===== config.mk =====
export PLATFORM = sky130hd
export DESIGN_NAME = calendar_field_editor
export DESIGN_NICKNAME = d
export VERILOG_FILES = /design/src/rtl/cfe_pkg.sv /design/src/rtl/calendar_field_editor.sv
export VERILOG_INCLUDE_DIRS = /design/src /design/src/rtl
export SDC_FILE = /design/constraint.sdc
export NUM_CORES = 1
export LEC_CHECK = 0
export BUFFER_PORTS_ARGS = -buffer_cell sky130_fd_sc_hd__buf_2
export CORE_MARGIN = 8
export CORE_UTILIZATION = 60
export CTS_BUF_LIST = sky130_fd_sc_hd__clkbuf_4
export DETAILED_ROUTE_END_ITERATION = 16
export GPL_ROUTABILITY_DRIVEN = 0
export PLACE_DENSITY = 0.86
export SLEW_MARGIN = 30
export SYNTH_ARGS = -nofsm -noshare
export SYNTH_HDL_FRONTEND = slang
export SYNTH_SLANG_ARGS = --single-unit

===== constraint.sdc =====
create_clock -name clk -period 12.1 [get_ports clk]
set_clock_uncertainty 0.2 [all_clocks]
set_input_delay 0.605 -clock clk [delete_from_list [all_inputs] [get_ports clk]]
set_output_delay 0.605 -clock clk [all_outputs]
set_load 0.02 [all_outputs]

===== src/rtl/calendar_field_editor_defines.svh =====
// assertion macros shared by the calendar field editor rtl
`ifndef CALENDAR_FIELD_EDITOR_DEFINES_SVH
`define CALENDAR_FIELD_EDITOR_DEFINES_SVH

// same-cycle implication, sampled on clk, off while in reset
`define CFE_ASSERT_NOW(label, ante, cons, msg) \
    label: assert property (@(posedge clk) disable iff (!rst_n) (ante) |-> (cons)) \
        else $error(msg);

// next-cycle implication, sampled on clk, off while in reset
`define CFE_ASSERT_NEXT(label, ante, cons, msg) \
    label: assert property (@(posedge clk) disable iff (!rst_n) (ante) |=> (cons)) \
        else $error(msg);

`endif


===== src/rtl/cfe_pkg.sv =====
// types, constants and month length function for the calendar field editor
`timescale 1ns / 1ps
`default_nettype none

package cfe_pkg;

    localparam int REQ_W    = 4;
    localparam int YEAR_W   = 12;
    localparam int MONTH_W  = 4;
    localparam int DAY_W    = 5;
    localparam int HOUR_W   = 5;
    localparam int MINUTE_W = 6;
    localparam int SECOND_W = 6;

    localparam logic [YEAR_W-1:0] YEAR_MIN = 12'd2000;
    localparam logic [YEAR_W-1:0] YEAR_MAX = 12'd2099;

    // multiplicative inverse of 25 modulo 4096, and largest multiple quotient
    localparam logic [YEAR_W-1:0] INV25       = 12'd3113;
    localparam logic [YEAR_W-1:0] DIV25_LIMIT = 12'd163;

    typedef enum logic [REQ_W-1:0] {
        REQ_DAY_UP     = 4'd0,
        REQ_DAY_DOWN   = 4'd1,
        REQ_MONTH_UP   = 4'd2,
        REQ_MONTH_DOWN = 4'd3,
        REQ_YEAR_UP    = 4'd4,
        REQ_YEAR_DOWN  = 4'd5,
        REQ_HOUR_UP    = 4'd6,
        REQ_HOUR_DOWN  = 4'd7,
        REQ_MIN_UP     = 4'd8,
        REQ_MIN_DOWN   = 4'd9
    } req_t;

    // days in a month; months outside 1..12 count as 31
    function automatic logic [DAY_W-1:0] month_len(input logic [MONTH_W-1:0] month,
                                                   input logic leap);
        logic [DAY_W-1:0] len;
        case (month)
            4'd2:    len = leap ? 5'd29 : 5'd28;
            4'd4:    len = 5'd30;
            4'd6:    len = 5'd30;
            4'd9:    len = 5'd30;
            4'd11:   len = 5'd30;
            default: len = 5'd31;
        endcase
        return len;
    endfunction

endpackage

`default_nettype wire


===== src/rtl/calendar_field_editor.sv =====
// calendar field editor: one date/time edit per item, input and result registered
//
// usage
//   an item (req_type and the cur_* fields) is taken at a rising edge with start
//   high and busy low. busy is held low: the block takes an item every cycle.
//   the item is captured in an input register, edited by one pass of
//   combinational logic and captured in a result register.
//   the result is loaded at the next edge, shows on the new_* ports with done high
//   for one cycle and is taken by the receiver in that cycle (throughput 1 item
//   per cycle). the receiver cannot stall; each result shows once.
//   the slowest path is the divisible-by-25 test of the leap year rule, a
//   12 by 12 bit constant multiply feeding a compare and the day clamp.
//   day edits wrap within the month, month edits wrap within the year and
//   clamp the day, year edits step by one inside 2000..2099 and clamp the
//   day, hour edits wrap at 24, minute edits wrap at 60 and clear seconds.
//   unknown request codes pass every field through.
//   reset clears the valid flags only, so no result appears after reset until
//   a new item is taken.
`timescale 1ns / 1ps
`default_nettype none
`include "calendar_field_editor_defines.svh"

module calendar_field_editor (
    input  wire logic                          clk,
    input  wire logic                          rst_n,
    input  wire logic                          start,
    output logic                               busy,
    output logic                               done,
    input  wire logic [cfe_pkg::REQ_W-1:0]     req_type,
    input  wire logic [cfe_pkg::YEAR_W-1:0]    cur_year,
    input  wire logic [cfe_pkg::MONTH_W-1:0]   cur_month,
    input  wire logic [cfe_pkg::DAY_W-1:0]     cur_day,
    input  wire logic [cfe_pkg::HOUR_W-1:0]    cur_hour,
    input  wire logic [cfe_pkg::MINUTE_W-1:0]  cur_minute,
    input  wire logic [cfe_pkg::SECOND_W-1:0]  cur_second,
    output logic [cfe_pkg::YEAR_W-1:0]         new_year,
    output logic [cfe_pkg::MONTH_W-1:0]        new_month,
    output logic [cfe_pkg::DAY_W-1:0]          new_day,
    output logic [cfe_pkg::HOUR_W-1:0]         new_hour,
    output logic [cfe_pkg::MINUTE_W-1:0]       new_minute,
    output logic [cfe_pkg::SECOND_W-1:0]       new_second
);

    import cfe_pkg::*;

    logic                in_valid_reg;
    logic [REQ_W-1:0]    req_reg;
    logic [YEAR_W-1:0]   year_reg;
    logic [MONTH_W-1:0]  month_reg;
    logic [DAY_W-1:0]    day_reg;
    logic [HOUR_W-1:0]   hour_reg;
    logic [MINUTE_W-1:0] minute_reg;
    logic [SECOND_W-1:0] second_reg;

    logic                done_reg;
    logic [YEAR_W-1:0]   year_out_reg;
    logic [MONTH_W-1:0]  month_out_reg;
    logic [DAY_W-1:0]    day_out_reg;
    logic [HOUR_W-1:0]   hour_out_reg;
    logic [MINUTE_W-1:0] minute_out_reg;
    logic [SECOND_W-1:0] second_out_reg;

    logic [YEAR_W-1:0]   year_next;
    logic [MONTH_W-1:0]  month_next;
    logic [DAY_W-1:0]    day_next;
    logic [HOUR_W-1:0]   hour_next;
    logic [MINUTE_W-1:0] minute_next;
    logic [SECOND_W-1:0] second_next;

    logic                accept;
    logic [YEAR_W-1:0]   prod25;
    logic                div4;
    logic                div16;
    logic                div25;
    logic                leap_cur;
    logic [DAY_W-1:0]    len_cur;
    logic [DAY_W:0]      day_inc;
    logic [MONTH_W-1:0]  month_up;
    logic [MONTH_W:0]    month_sum;
    logic [MONTH_W-1:0]  month_down;
    logic [YEAR_W:0]     year_inc;
    logic [YEAR_W-1:0]   year_dec;
    logic [YEAR_W-1:0]   year_up;
    logic [YEAR_W-1:0]   year_down;
    logic [HOUR_W:0]     hour_inc;
    logic [HOUR_W:0]     hour_dec;
    logic [MINUTE_W:0]   min_inc;
    logic [MINUTE_W:0]   min_dec;
    logic [MONTH_W-1:0]  clamp_month;
    logic                clamp_leap;
    logic [DAY_W-1:0]    clamp_len;
    logic [DAY_W-1:0]    day_clamped;

    assign busy   = 1'b0;
    assign accept = start && !busy;

    // input register
    always_ff @(posedge clk or negedge rst_n)
    begin
        if (!rst_n)
        begin
            in_valid_reg <= 1'b0;
        end
        else
        begin
            in_valid_reg <= accept;
        end
    end

    always_ff @(posedge clk)
    begin
        if (accept)
        begin
            req_reg    <= req_type;
            year_reg   <= cur_year;
            month_reg  <= cur_month;
            day_reg    <= cur_day;
            hour_reg   <= cur_hour;
            minute_reg <= cur_minute;
            second_reg <= cur_second;
        end
    end

    // leap test on the current year: divisible by 25 via modular inverse
    assign prod25   = year_reg * INV25;
    assign div4     = (year_reg[1:0] == 2'd0);
    assign div16    = (year_reg[3:0] == 4'd0);
    assign div25    = (prod25 <= DIV25_LIMIT);
    assign leap_cur = div4 && (!div25 || div16);
    assign len_cur  = month_len(month_reg, leap_cur);
    assign day_inc  = {1'b0, day_reg} + 6'd1;

    // month steps, wrap within 1..12 for any 4-bit month
    assign month_up  = (month_reg >= 4'd12) ? (month_reg - 4'd11) : (month_reg + 4'd1);
    assign month_sum = {1'b0, month_reg} + 5'd10;
    always_comb
    begin
        if (month_sum >= 5'd24)
        begin
            month_down = month_sum[MONTH_W-1:0] - 4'd7;
        end
        else if (month_sum >= 5'd12)
        begin
            month_down = month_sum[MONTH_W-1:0] - 4'd11;
        end
        else
        begin
            month_down = month_sum[MONTH_W-1:0] + 4'd1;
        end
    end

    // year steps, saturated into the supported range
    assign year_inc = {1'b0, year_reg} + 13'd1;
    assign year_dec = (year_reg == '0) ? '0 : (year_reg - 12'd1);
    assign year_up  = (year_inc < {1'b0, YEAR_MIN}) ? YEAR_MIN :
                      (year_inc > {1'b0, YEAR_MAX}) ? YEAR_MAX : year_inc[YEAR_W-1:0];
    assign year_down = (year_dec < YEAR_MIN) ? YEAR_MIN :
                       (year_dec > YEAR_MAX) ? YEAR_MAX : year_dec;

    // hour and minute wraps
    assign hour_inc = {1'b0, hour_reg} + 6'd1;
    assign hour_dec = {1'b0, hour_reg} + 6'd23;
    assign min_inc  = {1'b0, minute_reg} + 7'd1;
    assign min_dec  = {1'b0, minute_reg} + 7'd59;

    // day clamp after month or year edits; saturated years are leap when divisible by 4
    always_comb
    begin
        clamp_month = month_reg;
        clamp_leap  = leap_cur;
        case (req_t'(req_reg))
            REQ_MONTH_UP:   clamp_month = month_up;
            REQ_MONTH_DOWN: clamp_month = month_down;
            REQ_YEAR_UP:    clamp_leap  = (year_up[1:0] == 2'd0);
            REQ_YEAR_DOWN:  clamp_leap  = (year_down[1:0] == 2'd0);
            default:        clamp_leap  = leap_cur;
        endcase
    end

    assign clamp_len   = month_len(clamp_month, clamp_leap);
    assign day_clamped = (day_reg > clamp_len) ? clamp_len : day_reg;

    // field select per request
    always_comb
    begin
        year_next   = year_reg;
        month_next  = month_reg;
        day_next    = day_reg;
        hour_next   = hour_reg;
        minute_next = minute_reg;
        second_next = second_reg;
        case (req_t'(req_reg))
            REQ_DAY_UP:
            begin
                day_next = (day_inc > {1'b0, len_cur}) ? 5'd1 : day_inc[DAY_W-1:0];
            end
            REQ_DAY_DOWN:
            begin
                if (day_reg <= 5'd1 || (day_reg - 5'd1) > len_cur)
                begin
                    day_next = len_cur;
                end
                else
                begin
                    day_next = day_reg - 5'd1;
                end
            end
            REQ_MONTH_UP:
            begin
                month_next = month_up;
                day_next   = day_clamped;
            end
            REQ_MONTH_DOWN:
            begin
                month_next = month_down;
                day_next   = day_clamped;
            end
            REQ_YEAR_UP:
            begin
                year_next = year_up;
                day_next  = day_clamped;
            end
            REQ_YEAR_DOWN:
            begin
                year_next = year_down;
                day_next  = day_clamped;
            end
            REQ_HOUR_UP:
            begin
                hour_next = (hour_inc >= 6'd24) ? (hour_inc[HOUR_W-1:0] - 5'd24)
                                                : hour_inc[HOUR_W-1:0];
            end
            REQ_HOUR_DOWN:
            begin
                if (hour_dec >= 6'd48)
                begin
                    hour_next = 5'(hour_dec - 6'd48);
                end
                else if (hour_dec >= 6'd24)
                begin
                    hour_next = 5'(hour_dec - 6'd24);
                end
                else
                begin
                    hour_next = hour_dec[HOUR_W-1:0];
                end
            end
            REQ_MIN_UP:
            begin
                minute_next = (min_inc >= 7'd60) ? 6'(min_inc - 7'd60)
                                                 : min_inc[MINUTE_W-1:0];
                second_next = '0;
            end
            REQ_MIN_DOWN:
            begin
                if (min_dec >= 7'd120)
                begin
                    minute_next = 6'(min_dec - 7'd120);
                end
                else if (min_dec >= 7'd60)
                begin
                    minute_next = 6'(min_dec - 7'd60);
                end
                else
                begin
                    minute_next = min_dec[MINUTE_W-1:0];
                end
                second_next = '0;
            end
            default:
            begin
                year_next = year_reg;
            end
        endcase
    end

    // result register
    always_ff @(posedge clk or negedge rst_n)
    begin
        if (!rst_n)
        begin
            done_reg <= 1'b0;
        end
        else
        begin
            done_reg <= in_valid_reg;
        end
    end

    always_ff @(posedge clk)
    begin
        if (in_valid_reg)
        begin
            year_out_reg   <= year_next;
            month_out_reg  <= month_next;
            day_out_reg    <= day_next;
            hour_out_reg   <= hour_next;
            minute_out_reg <= minute_next;
            second_out_reg <= second_next;
        end
    end

    assign done       = done_reg;
    assign new_year   = year_out_reg;
    assign new_month  = month_out_reg;
    assign new_day    = day_out_reg;
    assign new_hour   = hour_out_reg;
    assign new_minute = minute_out_reg;
    assign new_second = second_out_reg;

    // checks
    `CFE_ASSERT_NOW(a_done_follows_start, done, $past(start, 2),
        "result strobe without an item two cycles before")
    `CFE_ASSERT_NEXT(a_valid_to_done, in_valid_reg, done,
        "captured item did not produce a result")
    `CFE_ASSERT_NOW(a_month_range, done && $past(in_valid_reg, 1),
        (new_month >= 4'd1 || $past(req_reg, 1) != REQ_MONTH_UP) &&
        (new_month <= 4'd12 || $past(req_reg, 1) != REQ_MONTH_DOWN),
        "month edit left range")
    `CFE_ASSERT_NOW(a_min_clears_sec,
        done && ($past(req_type, 2) == REQ_MIN_UP || $past(req_type, 2) == REQ_MIN_DOWN),
        new_second == '0, "minute edit kept seconds")
    `CFE_ASSERT_NOW(a_year_saturates,
        done && ($past(req_type, 2) == REQ_YEAR_UP || $past(req_type, 2) == REQ_YEAR_DOWN),
        new_year >= YEAR_MIN && new_year <= YEAR_MAX, "year edit left range")

endmodule

`default_nettype wire

==> impl_results.md, run 1 <==
- H-tree depth: 3
- Crit. End Element: flip-flop
- Startpoint types: flip-flop
- Final slew viol count: 0
- Area of the core: 0.0103 sq mm
- Hold endpoint: minute_reg[2]
- Commonest cells after routing, fill and taps aside: buf_2 (83), edfxtp_1 (80), ha_1 (52), nand2_1 (50), inv_1 (47)
- PostCTS Resize Cnt: 0
- LEAKAGE: 0.00274 uW
- ANT cells: 0
- Final core occ: 66.9%
- Power, Total: 819 uW
- Fmax: 172 MHz
- Worst EP arrival: 5.80 ns
- Clock Latency Late Sink: 0.44 ns
- Post-Route WL: 14700 microns
- Crit path max fanout: 20
- Crit path time final: 5.82 ns
- Area delta synth->final: 9.14%
- Vias in the first global route: 5128
- MaxCap Viol Count: 0
- Post-Synthesis Cells: 648
- Setup_tns: 0 ns
- R2r endpoint: new_day[0]
- Starting Density: 61.3%
- Net Sw Frac: 35.6%
- Final Hold Fails: 0
- Avg Cell Area, Syn: 9.72 sq um
- Setup CP Type: reg -> reg
- Post-synth ARST share: 2.44%
- RSZ-0062 raised after global routing: false
- Cell count of the worst hold path: 1
- Worst reg-to-reg setup slack: 6.28 ns
- Final Net Count: 805
- Bufs on Longest Clock Path: 2
- Crit share post-route: 48.1%
- Rel. slew slack: 36.8%
- Status: finished clean
- Share of layout cells above drive strength 1: 19.4%
- Maximum VDD drop: 85.9 uV
- Die height: 118 microns
- Final setup fails: 0
- DRC Markers: 0
- Combinational power share: 32.9%
- DIE WIDTH: 118 microns
- Slew @ Worst Pin: 0.948 ns
- Die Area: 0.0140 sq mm
- Required @ worst endpoint: 12.08 ns
- CTS Buf Count: 9
- First-pass GRT wire length: 24500 microns
- Cell Area, Synth: 0.00630 sq mm
- Rows: 37
- Share of the synthesized area in the top cell type: 38.1%
- I/O pin count: 85
- Placed cell area: 0.00671 sq mm
- Remaining Overflow, GRT: 0
- Internal Pwr Total: 528 uW
- Synth Register Bits: 82
- TritonCTS clock tree: yes
- Cell variety after synth: 82
- NetSw: 292 uW
- HP Class: in -> reg
- Reg clk slew, reported paths: 0.15 ns
- Crit Reg-Reg Startpoint: year_reg[2]
- Yosys warnings: 0
- Final HPWL DP: 10800 microns
- Port buffer count: 83
- Most used DFF post-synth: edfxtp_1
- Drt first-iter violations: 496
- Yosys top cell by area: edfxtp_1
- Seq/Total Area, Yosys: 38.9%
- Clock Power Share: 20.5%
- Min-delay src: cur_minute[2]
- Via density: 6.20
- Worst reg2reg path depth: 20
- DR pass1 iterations: 8
- Sequential power share: 46.5%
- Largest net degree at the start of global routing: 44
- DR WL/cell: 17.4 microns
- Synth top area cells: edfxtp_1 (38%), ha_1 (10%), o21ai_0 (3.7%)
- Detail Route Antenna Nets: 0
- # Post-CTS Setup Buffers: 0
- Most common cell after layout, fill and taps aside: buf_2
- Initial antenna violation count: 0
- Gr usage total: 20.9%
- Mapped Nets: 751
- Clock sink count: 82
- Detailed-route via count: 5224
- Cell area after layout: 0.00688 sq mm
- Pwr per Cell Area: 119 mW/mm^2
- Root Driver: clkbuf_4
- Number of flops mapped to enable cells by yosys: 80
[power by group through the flow]
stage | clock, uW | combinational, uW | sequential, uW
final | 168 | 270 | 381
after global routing | 184 | 302 | 386
after CTS | 172 | 268 | 380
after detailed placement | 0 | 267 | 387
after global placement | 0 | 251 | 385
after floorplan | 0 | 198 | 383
[repair_timing]
| action | 4_1_cts | 5_1_grt |
|---|---|---|
| endpoints found under the setup margin | 0 | 0 |
| hold endpoints to repair | 2 | 0 |
| hold buffers | 1 | 0 |
[how the worst max path moves through the flow]
stage | start | end | cells after the start
floorplan | year_reg[6] | new_day[0] | 20
global placement | year_reg[3] | new_day[0] | 20
detailed placement | year_reg[3] | new_day[0] | 20
CTS | year_reg[3] | new_day[0] | 20
global route | year_reg[2] | new_day[0] | 20
finish | year_reg[2] | new_day[0] | 20
[synthesized netlist by cell type, drive strengths merged, types with 4 or more instances]
cell	count
edfxtp	80
ha	52
nand2	50
inv	47
o21ai	46
a21oi	35
nor2	34
xnor2	24
clkbuf	22
buf	21
nor3	17
xor2	17
nand3	16
a31oi	15
nor2b	14
o31ai	9
nor3b	7
o211ai	7
and2	6
fa	6
mux2	6
a22oi	5
mux2i	5
nand4	5
nor4	5
o21a	5
o22ai	5
or3	5
a211o	4
and3	4
nand2b	4
nand3b	4
o32ai	4
or2	4
or4	4
[routing by layer]
layer  vias up  GRT usage [%]  part of all wire (%)
li1       2492              -                     -
met1      2416           26.5                    41
met2       286           34.1                    47
met3        30           4.95                    10
met4         0           8.06                   1.8
met5         -              0                     0
[per-stage QoR]
stage          cells  worst slack [ns]  hold slack (ns)
5_1_grt          843              5.89           0.0966
3_3_place_gp     826              6.61            0.188
2_1_floorplan    648              6.95            0.109
6_report         843              6.28            0.125
4_1_cts          843              6.33            0.108
3_5_place_dp     826              6.38            0.195
[logic make-up (layout without fill, tap and decap cells)]
group | after synthesis | count (layout) | share of synthesized area [%]
simple gates | 190 | 190 | 16.3
compound gates | 172 | 172 | 18.4
buf+inv | 90 | 149 | 5.92
flops | 82 | 82 | 38.9
fa+ha+maj | 61 | 61 | 12.7
xor+xnor | 41 | 41 | 5.70
mux | 11 | 11 | 1.99
other cells | 1 | 1 | 0.0595
[critical path, stage by stage (launching register included)]
cell and delay [ns]:
edfxtp_1 0.79, ha_1 0.26, inv_1 0.05, fa_1 0.48, inv_1 0.05, ha_1 0.33
fa_1 0.46, a21o_1 0.19, a21oi_1 0.22, o21ai_0 0.15, xnor2_1 0.14, a31oi_1 0.32
a22oi_1 0.13, a31oi_2 0.26, ha_1 0.26, a21oi_1 0.12, o211ai_1 0.18, maj3_1 0.40
o21ai_0 0.15, o31ai_1 0.11, a211o_1 0.29
[layout make-up]
class	instances	area (sq um)
tap	136	170
multi-input combinational	476	3490
fill	822	3400
timing repair buffer	86	440
inverter	47	176
sequential	82	2450
clock inverter	6	73.8
clock buffer	10	75.1
Note: power is estimated with default switching activity, not from simulation.
==> inputs of run 2 (changes only) <==
==> constraint.sdc (replaced) <==
create_clock -name clk -period 5.4 [get_ports clk]
set_clock_uncertainty 0.2 [all_clocks]
set_input_delay 0.27 -clock clk [delete_from_list [all_inputs] [get_ports clk]]
set_output_delay 0.27 -clock clk [all_outputs]
set_load 0.02 [all_outputs]
==> run 2 against run 1 <==
Count of clock-buffer cells in the layout unchanged. Flip-flop and latch count did not move. First-iteration DRC count down 12%. Largest power group unchanged. Combinational power rose to 2.7 times the previous value. Via count up 6.2%. Clock power rose by 110%. Sequential share of layout area shrank 2.7 points. Fmax grew 13%. Utilization rose by 5.6 points.
==> impl_results.md, run 2 (synthesized netlist as in run 1, its figures left out) <==
- Status: finished clean
- Min-delay src: cur_year[1]
- Share of layout cells above drive strength 1: 20.8% (+1.5 points)
- Final setup fails: 0 (unchanged)
- Final slew viol count: 0 (unchanged)
- Slew @ Worst Pin: 0.908 ns (-0.0407 ns)
- CP startpoint: year_reg[3]
- Via density: 6.17 (-0.51%)
- H-tree depth: 3 (unchanged)
- R2r endpoint: new_day[0]
- Detail Route Antenna Nets: 0 (unchanged)
- Commonest cells after routing, fill and taps aside: buf_2 (82), edfxtp_1 (80), nand2_1 (50), ha_1 (50), inv_1 (47)
- DRC Markers: 0 (unchanged)
- Area of the core: 0.0103 sq mm (unchanged)
- Cell Chain, Critical Path: ha_1 -> inv_1 -> fa_1 -> inv_1 -> ha_4 -> ha_1 -> a211oi_2 -> o21bai_1 -> a21oi_1 -> xor2_1 -> a31oi_2 -> a22oi_2 -> a31oi_2 -> ha_1 -> a21oi_1 -> o211ai_1 -> maj3_2 -> o21ai_1 -> o31ai_1 -> a211o_1
- DR WL/cell: 18.1 microns (+3.7%)
- Root Driver: clkbuf_4
- Largest net degree at the start of global routing: 44 (unchanged)
- Remaining Overflow, GRT: 0 (unchanged)
- Crit. End Element: flip-flop
- Hold_ws: 0.283 ns (+0.158 ns)
- Worst reg2reg path depth: 20 (unchanged)
- Gr usage total: 22.7% (+1.8 points)
- Maximum VDD drop: 222 uV (+160%)
- Port buffer count: 83 (unchanged)
- Vias in the first global route: 5451 (+6.3%)
- Die Area: 0.0140 sq mm (unchanged)
- Clock sink count: 82 (unchanged)
- Crit Reg-Reg Startpoint: year_reg[3]
- Reg clk slew, reported paths: 0.15 ns (about the same)
- Post-Route WL: 16300 microns (+11%)
- HP Class: in -> reg
- Worst EP arrival: 5.19 ns (-0.61 ns)
- I/O pin count: 85 (unchanged)
- Final Net Count: 861 (+7.0%)
- Worst reg-to-reg setup slack: 0.24 ns (-6.04 ns)
- Crit path time final: 5.16 ns (-0.663 ns)
- DIE WIDTH: 118 microns (unchanged)
- Die height: 118 microns (unchanged)
- Final HPWL DP: 10800 microns (about the same)
- DP Worst Slack: -0.0574 ns (-6.43 ns)
- Starting Density: 61.3% (unchanged)
- End point of the critical path: new_day[0]
- PnR worst setup slack: 0.238 ns (-6.04 ns)
- LEAKAGE: 0.00297 uW (+8.4%)
- Detailed-route via count: 5549 (+6.2%)
- TritonCTS clock tree: yes
- Placed cell area: 0.00678 sq mm (+1.0%)
- CTS Buf Count: 9 (unchanged)
- CP max stage cell: fa_1
- Startpoint types: flip-flop
- Initial antenna violation count: 1 (+1)
- Rel. slew slack: 39.5% (+2.7 points)
- Final core occ: 72.5% (+5.6 points)
- DR pass1 iterations: 8 (unchanged)
- Cell area after layout: 0.00745 sq mm (+8.3%)
- Crit share post-route: 95.6% (+47 points)
- Bufs on Longest Clock Path: 2 (unchanged)
- Setup CP Type: reg -> reg
- MaxCap Viol Count: 0 (unchanged)
- Required @ worst endpoint: 5.43 ns (-6.65 ns)
- Drt first-iter violations: 435 (-12%)
- Crit path max fanout: 4 (-80%)
- First-pass GRT wire length: 26300 microns (+7.3%)
- Rows: 37 (unchanged)
- Area delta synth->final: 18.2%
- Cell mode on critical path: ha_1
- Clock Latency Late Sink: 0.48 ns (+0.04 ns)
- Critical path's largest stage delay: 0.49 ns (-0.30 ns)
- Most common cell after layout, fill and taps aside: buf_2
- Pwr per Cell Area: 255 mW/mm^2 (+110%)
- Final Hold Fails: 0 (unchanged)
- Fmax: 194 MHz (+13%)
## run 2: per-stage QoR
step / total power, uW / TNS (ns) / std cells
3_5_place_dp: 1470 / -0.0574 / 835
2_1_floorplan: 1300 / 0 / 648
6_report: 1900 / 0 / 900
3_3_place_gp: 1430 / 0 / 835
4_1_cts: 1850 / 0 / 895
5_1_grt: 2000 / -0.0519 / 900
## run 2: timing repair
action	4_1_cts	5_1_grt
endpoints found under the hold margin	44	1
hold buffers	44	1
pin swaps	0	4
endpoints found under the setup margin	1	3
gates resized for setup	3	10
setup buffers	0	3
## run 2: final cells by class
class                      count  area (sq um)
multi-input combinational    476          3540
fill                         711          2830
sequential                    82          2450
timing repair buffer         142           977
inverter                      47           176
tap                          136           170
clock buffer                  10          75.1
clock inverter                 6          48.8
antenna                        1          2.50
## run 2: worst min path at each step
stage | end | slack, ns | cells after the start
2_1_floorplan | done | -0.23 | 0
3_3_place_gp | done | -0.15 | 1
3_5_place_dp | done | -0.14 | 1
4_1_cts | in_valid_reg | 0.19 | 1
5_1_grt | year_reg[1] | 0.29 | 2
6_report | year_reg[1] | 0.28 | 2
## run 2: worst max-delay path, delay by kind of cell (launching register included)
family                   cells  cell delay, ns
flip-flops                   1            0.44
buffers and inverters        2            0.11
XOR/XNOR                     1            0.10
adder cells (fa/ha/maj)      6            1.99
AO/OA/AOI/OAI               11            2.06
## run 2: layer usage
metal / wire [microns] / vias up / global-route usage, %
met1: 6380 / 2544 / 26.1
met2: 7570 / 343 / 37.8
li1: - / 2600 / -
met3: 1630 / 62 / 6.66
met5: 0 / - / 0
met4: 699 / 0 / 11.7
## run 2: power breakdown
group | total, uW | internal (uW) | switching (uW)
Combinational | 716 | 308 | 408
Clock | 352 | 104 | 248
Sequential | 831 | 771 | 60.8
Total | 1900 | 1180 | 717
==> inputs of run 3 (changes only) <==
--- a/config.mk
+++ b/config.mk
@@ -7,6 +7,7 @@
 export NUM_CORES = 1
 export LEC_CHECK = 0
 export BUFFER_PORTS_ARGS = -buffer_cell sky130_fd_sc_hd__buf_2
+export CORE_ASPECT_RATIO = 2
 export CORE_MARGIN = 8
 export CORE_UTILIZATION = 60
 export CTS_BUF_LIST = sky130_fd_sc_hd__clkbuf_4
==> run 3 against run 2 <==
Utilization shrank 0.35 points. Count of clock-buffer cells in the layout unchanged. Total power fell by 0.66%. Fmax shrank 0.85%. Sequential share of layout area is 0.072 points lower. Via count up 2.4%. Non-clock buffer count grew 5. Global-route usage rose by 0.86 points. Setup slack got worse by 0.044 ns. Cell count up 0.56%.
==> impl_results.md, run 3 (synthesized netlist as in run 1, its figures left out) <==
- Final Net Count: 866 (+0.58%)
- Maximum VDD drop: 240 uV (+8.1%)
- Most common cell after layout, fill and taps aside: buf_2
- Area of the core: 0.0103 sq mm (+0.66%)
- Vias in the first global route: 5460 (+0.17%)
- DRC Markers: 0 (unchanged)
- Fmax: 192 MHz (-0.85%)
- Bufs on Longest Clock Path: 2 (unchanged)
- Startpoint types: flip-flop
- Post-Route WL: 16700 microns (+2.4%)
- Via density: 6.28 (+1.8%)
- LEAKAGE: 0.00301 uW (+1.2%)
- Critical path's largest stage delay: 0.51 ns (+0.02 ns)
- Remaining Overflow, GRT: 0 (unchanged)
- Port buffer count: 83 (unchanged)
- Final Hold Fails: 0 (unchanged)
- ANT cells: 0 (-1)
- Final core occ: 72.1% (-0.35 points)
- Final setup fails: 0 (unchanged)
- CTS Buf Count: 9 (unchanged)
- Area delta synth->final: 18.4%
- Detailed-route via count: 5683 (+2.4%)
- Drt first-iter violations: 871 (+100%)
- Die Area: 0.0142 sq mm (+1.4%)
- I/O pin count: 85 (unchanged)
- Pwr per Cell Area: 253 mW/mm^2 (-0.83%)
- Clock Latency Late Sink: 0.47 ns (about the same)
- CP max stage cell: fa_1
- Reg clk slew, reported paths: 0.15 ns (about the same)
- Gr usage total: 23.5% (+0.86 points)
- Required @ worst endpoint: 5.40 ns (-0.03 ns)
- Detail Route Antenna Nets: 0 (unchanged)
- Starting Density: 60.9% (-0.40 points)
- Final slew viol count: 0 (unchanged)
- Initial antenna violation count: 0 (-1)
- Share of layout cells above drive strength 1: 20.7% (-0.14 points)
- DP Worst Slack: 0.0643 ns (+0.122 ns)
- Crit path max fanout: 4 (unchanged)
- Commonest cells after routing, fill and taps aside: buf_2 (82), edfxtp_1 (80), nand2_1 (50), ha_1 (50), inv_1 (47)
- DIE WIDTH: 88.5 microns (-25%)
- Die height: 161 microns (+36%)
- Slew @ Worst Pin: 0.739 ns (-0.168 ns)
- Crit. End Element: flip-flop
- Rel. slew slack: 50.7% (+11 points)
- Crit path time final: 5.21 ns (+0.0440 ns)
- First-pass GRT wire length: 26600 microns (+1.1%)
- HP Class: in -> reg
- H-tree depth: 3 (unchanged)
- Hold_ws: 0.307 ns (+0.0247 ns)
- DR pass1 iterations: 6 (-2)
- Cell Chain, Critical Path: ha_1 -> inv_1 -> fa_1 -> inv_1 -> ha_4 -> ha_1 -> a211oi_1 -> o21bai_1 -> a21oi_1 -> xor2_1 -> a31oi_1 -> a22oi_1 -> a31oi_2 -> ha_1 -> a21oi_1 -> o211ai_1 -> inv_1 -> nand2_1 -> maj3_1 -> o22ai_1 -> o21ai_0
- Final HPWL DP: 10800 microns (about the same)
- TritonCTS clock tree: yes
- MaxCap Viol Count: 0 (unchanged)
- Status: finished clean
- Worst EP arrival: 5.20 ns (about the same)
- PnR worst setup slack: 0.194 ns (-0.0440 ns)
- Crit share post-route: 96.4% (+0.82 points)
- Root Driver: clkbuf_4
- DR WL/cell: 18.4 microns (+1.8%)
- Largest net degree at the start of global routing: 44 (unchanged)
- Rows: 53 (+43%)
- Clock sink count: 82 (unchanged)
- Setup CP Type: reg -> reg
==> run 3: cell count changes in the layout (fill, tap and decap cells not counted), sizes merged <==
cell      before  now
clkinv         0    2
inv           50   51
buf           97  102
diode          1    0
clkinvlp       3    0
==> run 3: stage by stage <==
step                TNS (ns)  total power [uW]  area (sq um)  cells
floorplan                  0              1300          6300    648
global placement           0              1440          6820    841
detailed placement         0              1470          6820    841
CTS                        0              1830          7380    901
global route          -0.122              1980          7460    905
finish                     0              1890          7460    905
==> run 3: path summary, 6_finish.rpt <==
path                          startpoint       endpoint  slack, ns  depth (start not counted)
setup / recovery             year_reg[3]     new_day[1]       0.19                         21
hold / removal             cur_second[5]  second_reg[5]       0.31                          2
setup reg to reg             year_reg[3]     new_day[1]       0.19                         21
hold reg to reg            second_reg[2]  new_second[2]       0.38                          1
max in group asynchronous          rst_n   in_valid_reg       4.44                          3
min in group asynchronous          rst_n           done       0.43                          3
==> run 3: layout make-up <==
type,instances,area (sq um)
Inverter,47,176
Sequential cell,82,2450
Timing Repair Buffer,147,1010
Clock inverter,6,48.8
Fill cell,707,2880
Clock buffer,10,75.1
Tap cell,137,171
Multi-Input combinational cell,476,3520
==> run 3: critical path: cells and delay by family, from the launching register on <==
family / cells / cell delay [ns]
XOR/XNOR: 1 / 0.17
AND/OR/NAND/NOR: 1 / 0.07
buffers and inverters: 3 / 0.26
flip-flops: 1 / 0.45
adder cells (fa/ha/maj): 6 / 2.06
AO/OA/AOI/OAI: 10 / 1.74
==> run 3: repair_timing <==
| item | 4_1_cts | 5_1_grt |
|---|---|---|
| buffers inserted | 0 | 3 |
| gates resized for setup | 0 | 10 |
| endpoints found under the setup margin | 0 | 4 |
| endpoints found under the hold margin | 44 | 1 |
| hold buffers | 44 | 1 |
==> run 3: layer usage <==
| layer | global-route usage (%) | share of wire, % |
|---|---|---|
| met1 | 28.1 | 37 |
| met2 | 38.9 | 49 |
| met3 | 5.73 | 10 |
| met4 | 9.08 | 3.4 |
| met5 | 0 | 0 |
==> run 3: power breakdown <==
part | switching, uW | internal [uW]
sequential | 59.4 | 771
clock | 233 | 106
combinational | 408 | 309
total | 701 | 1190
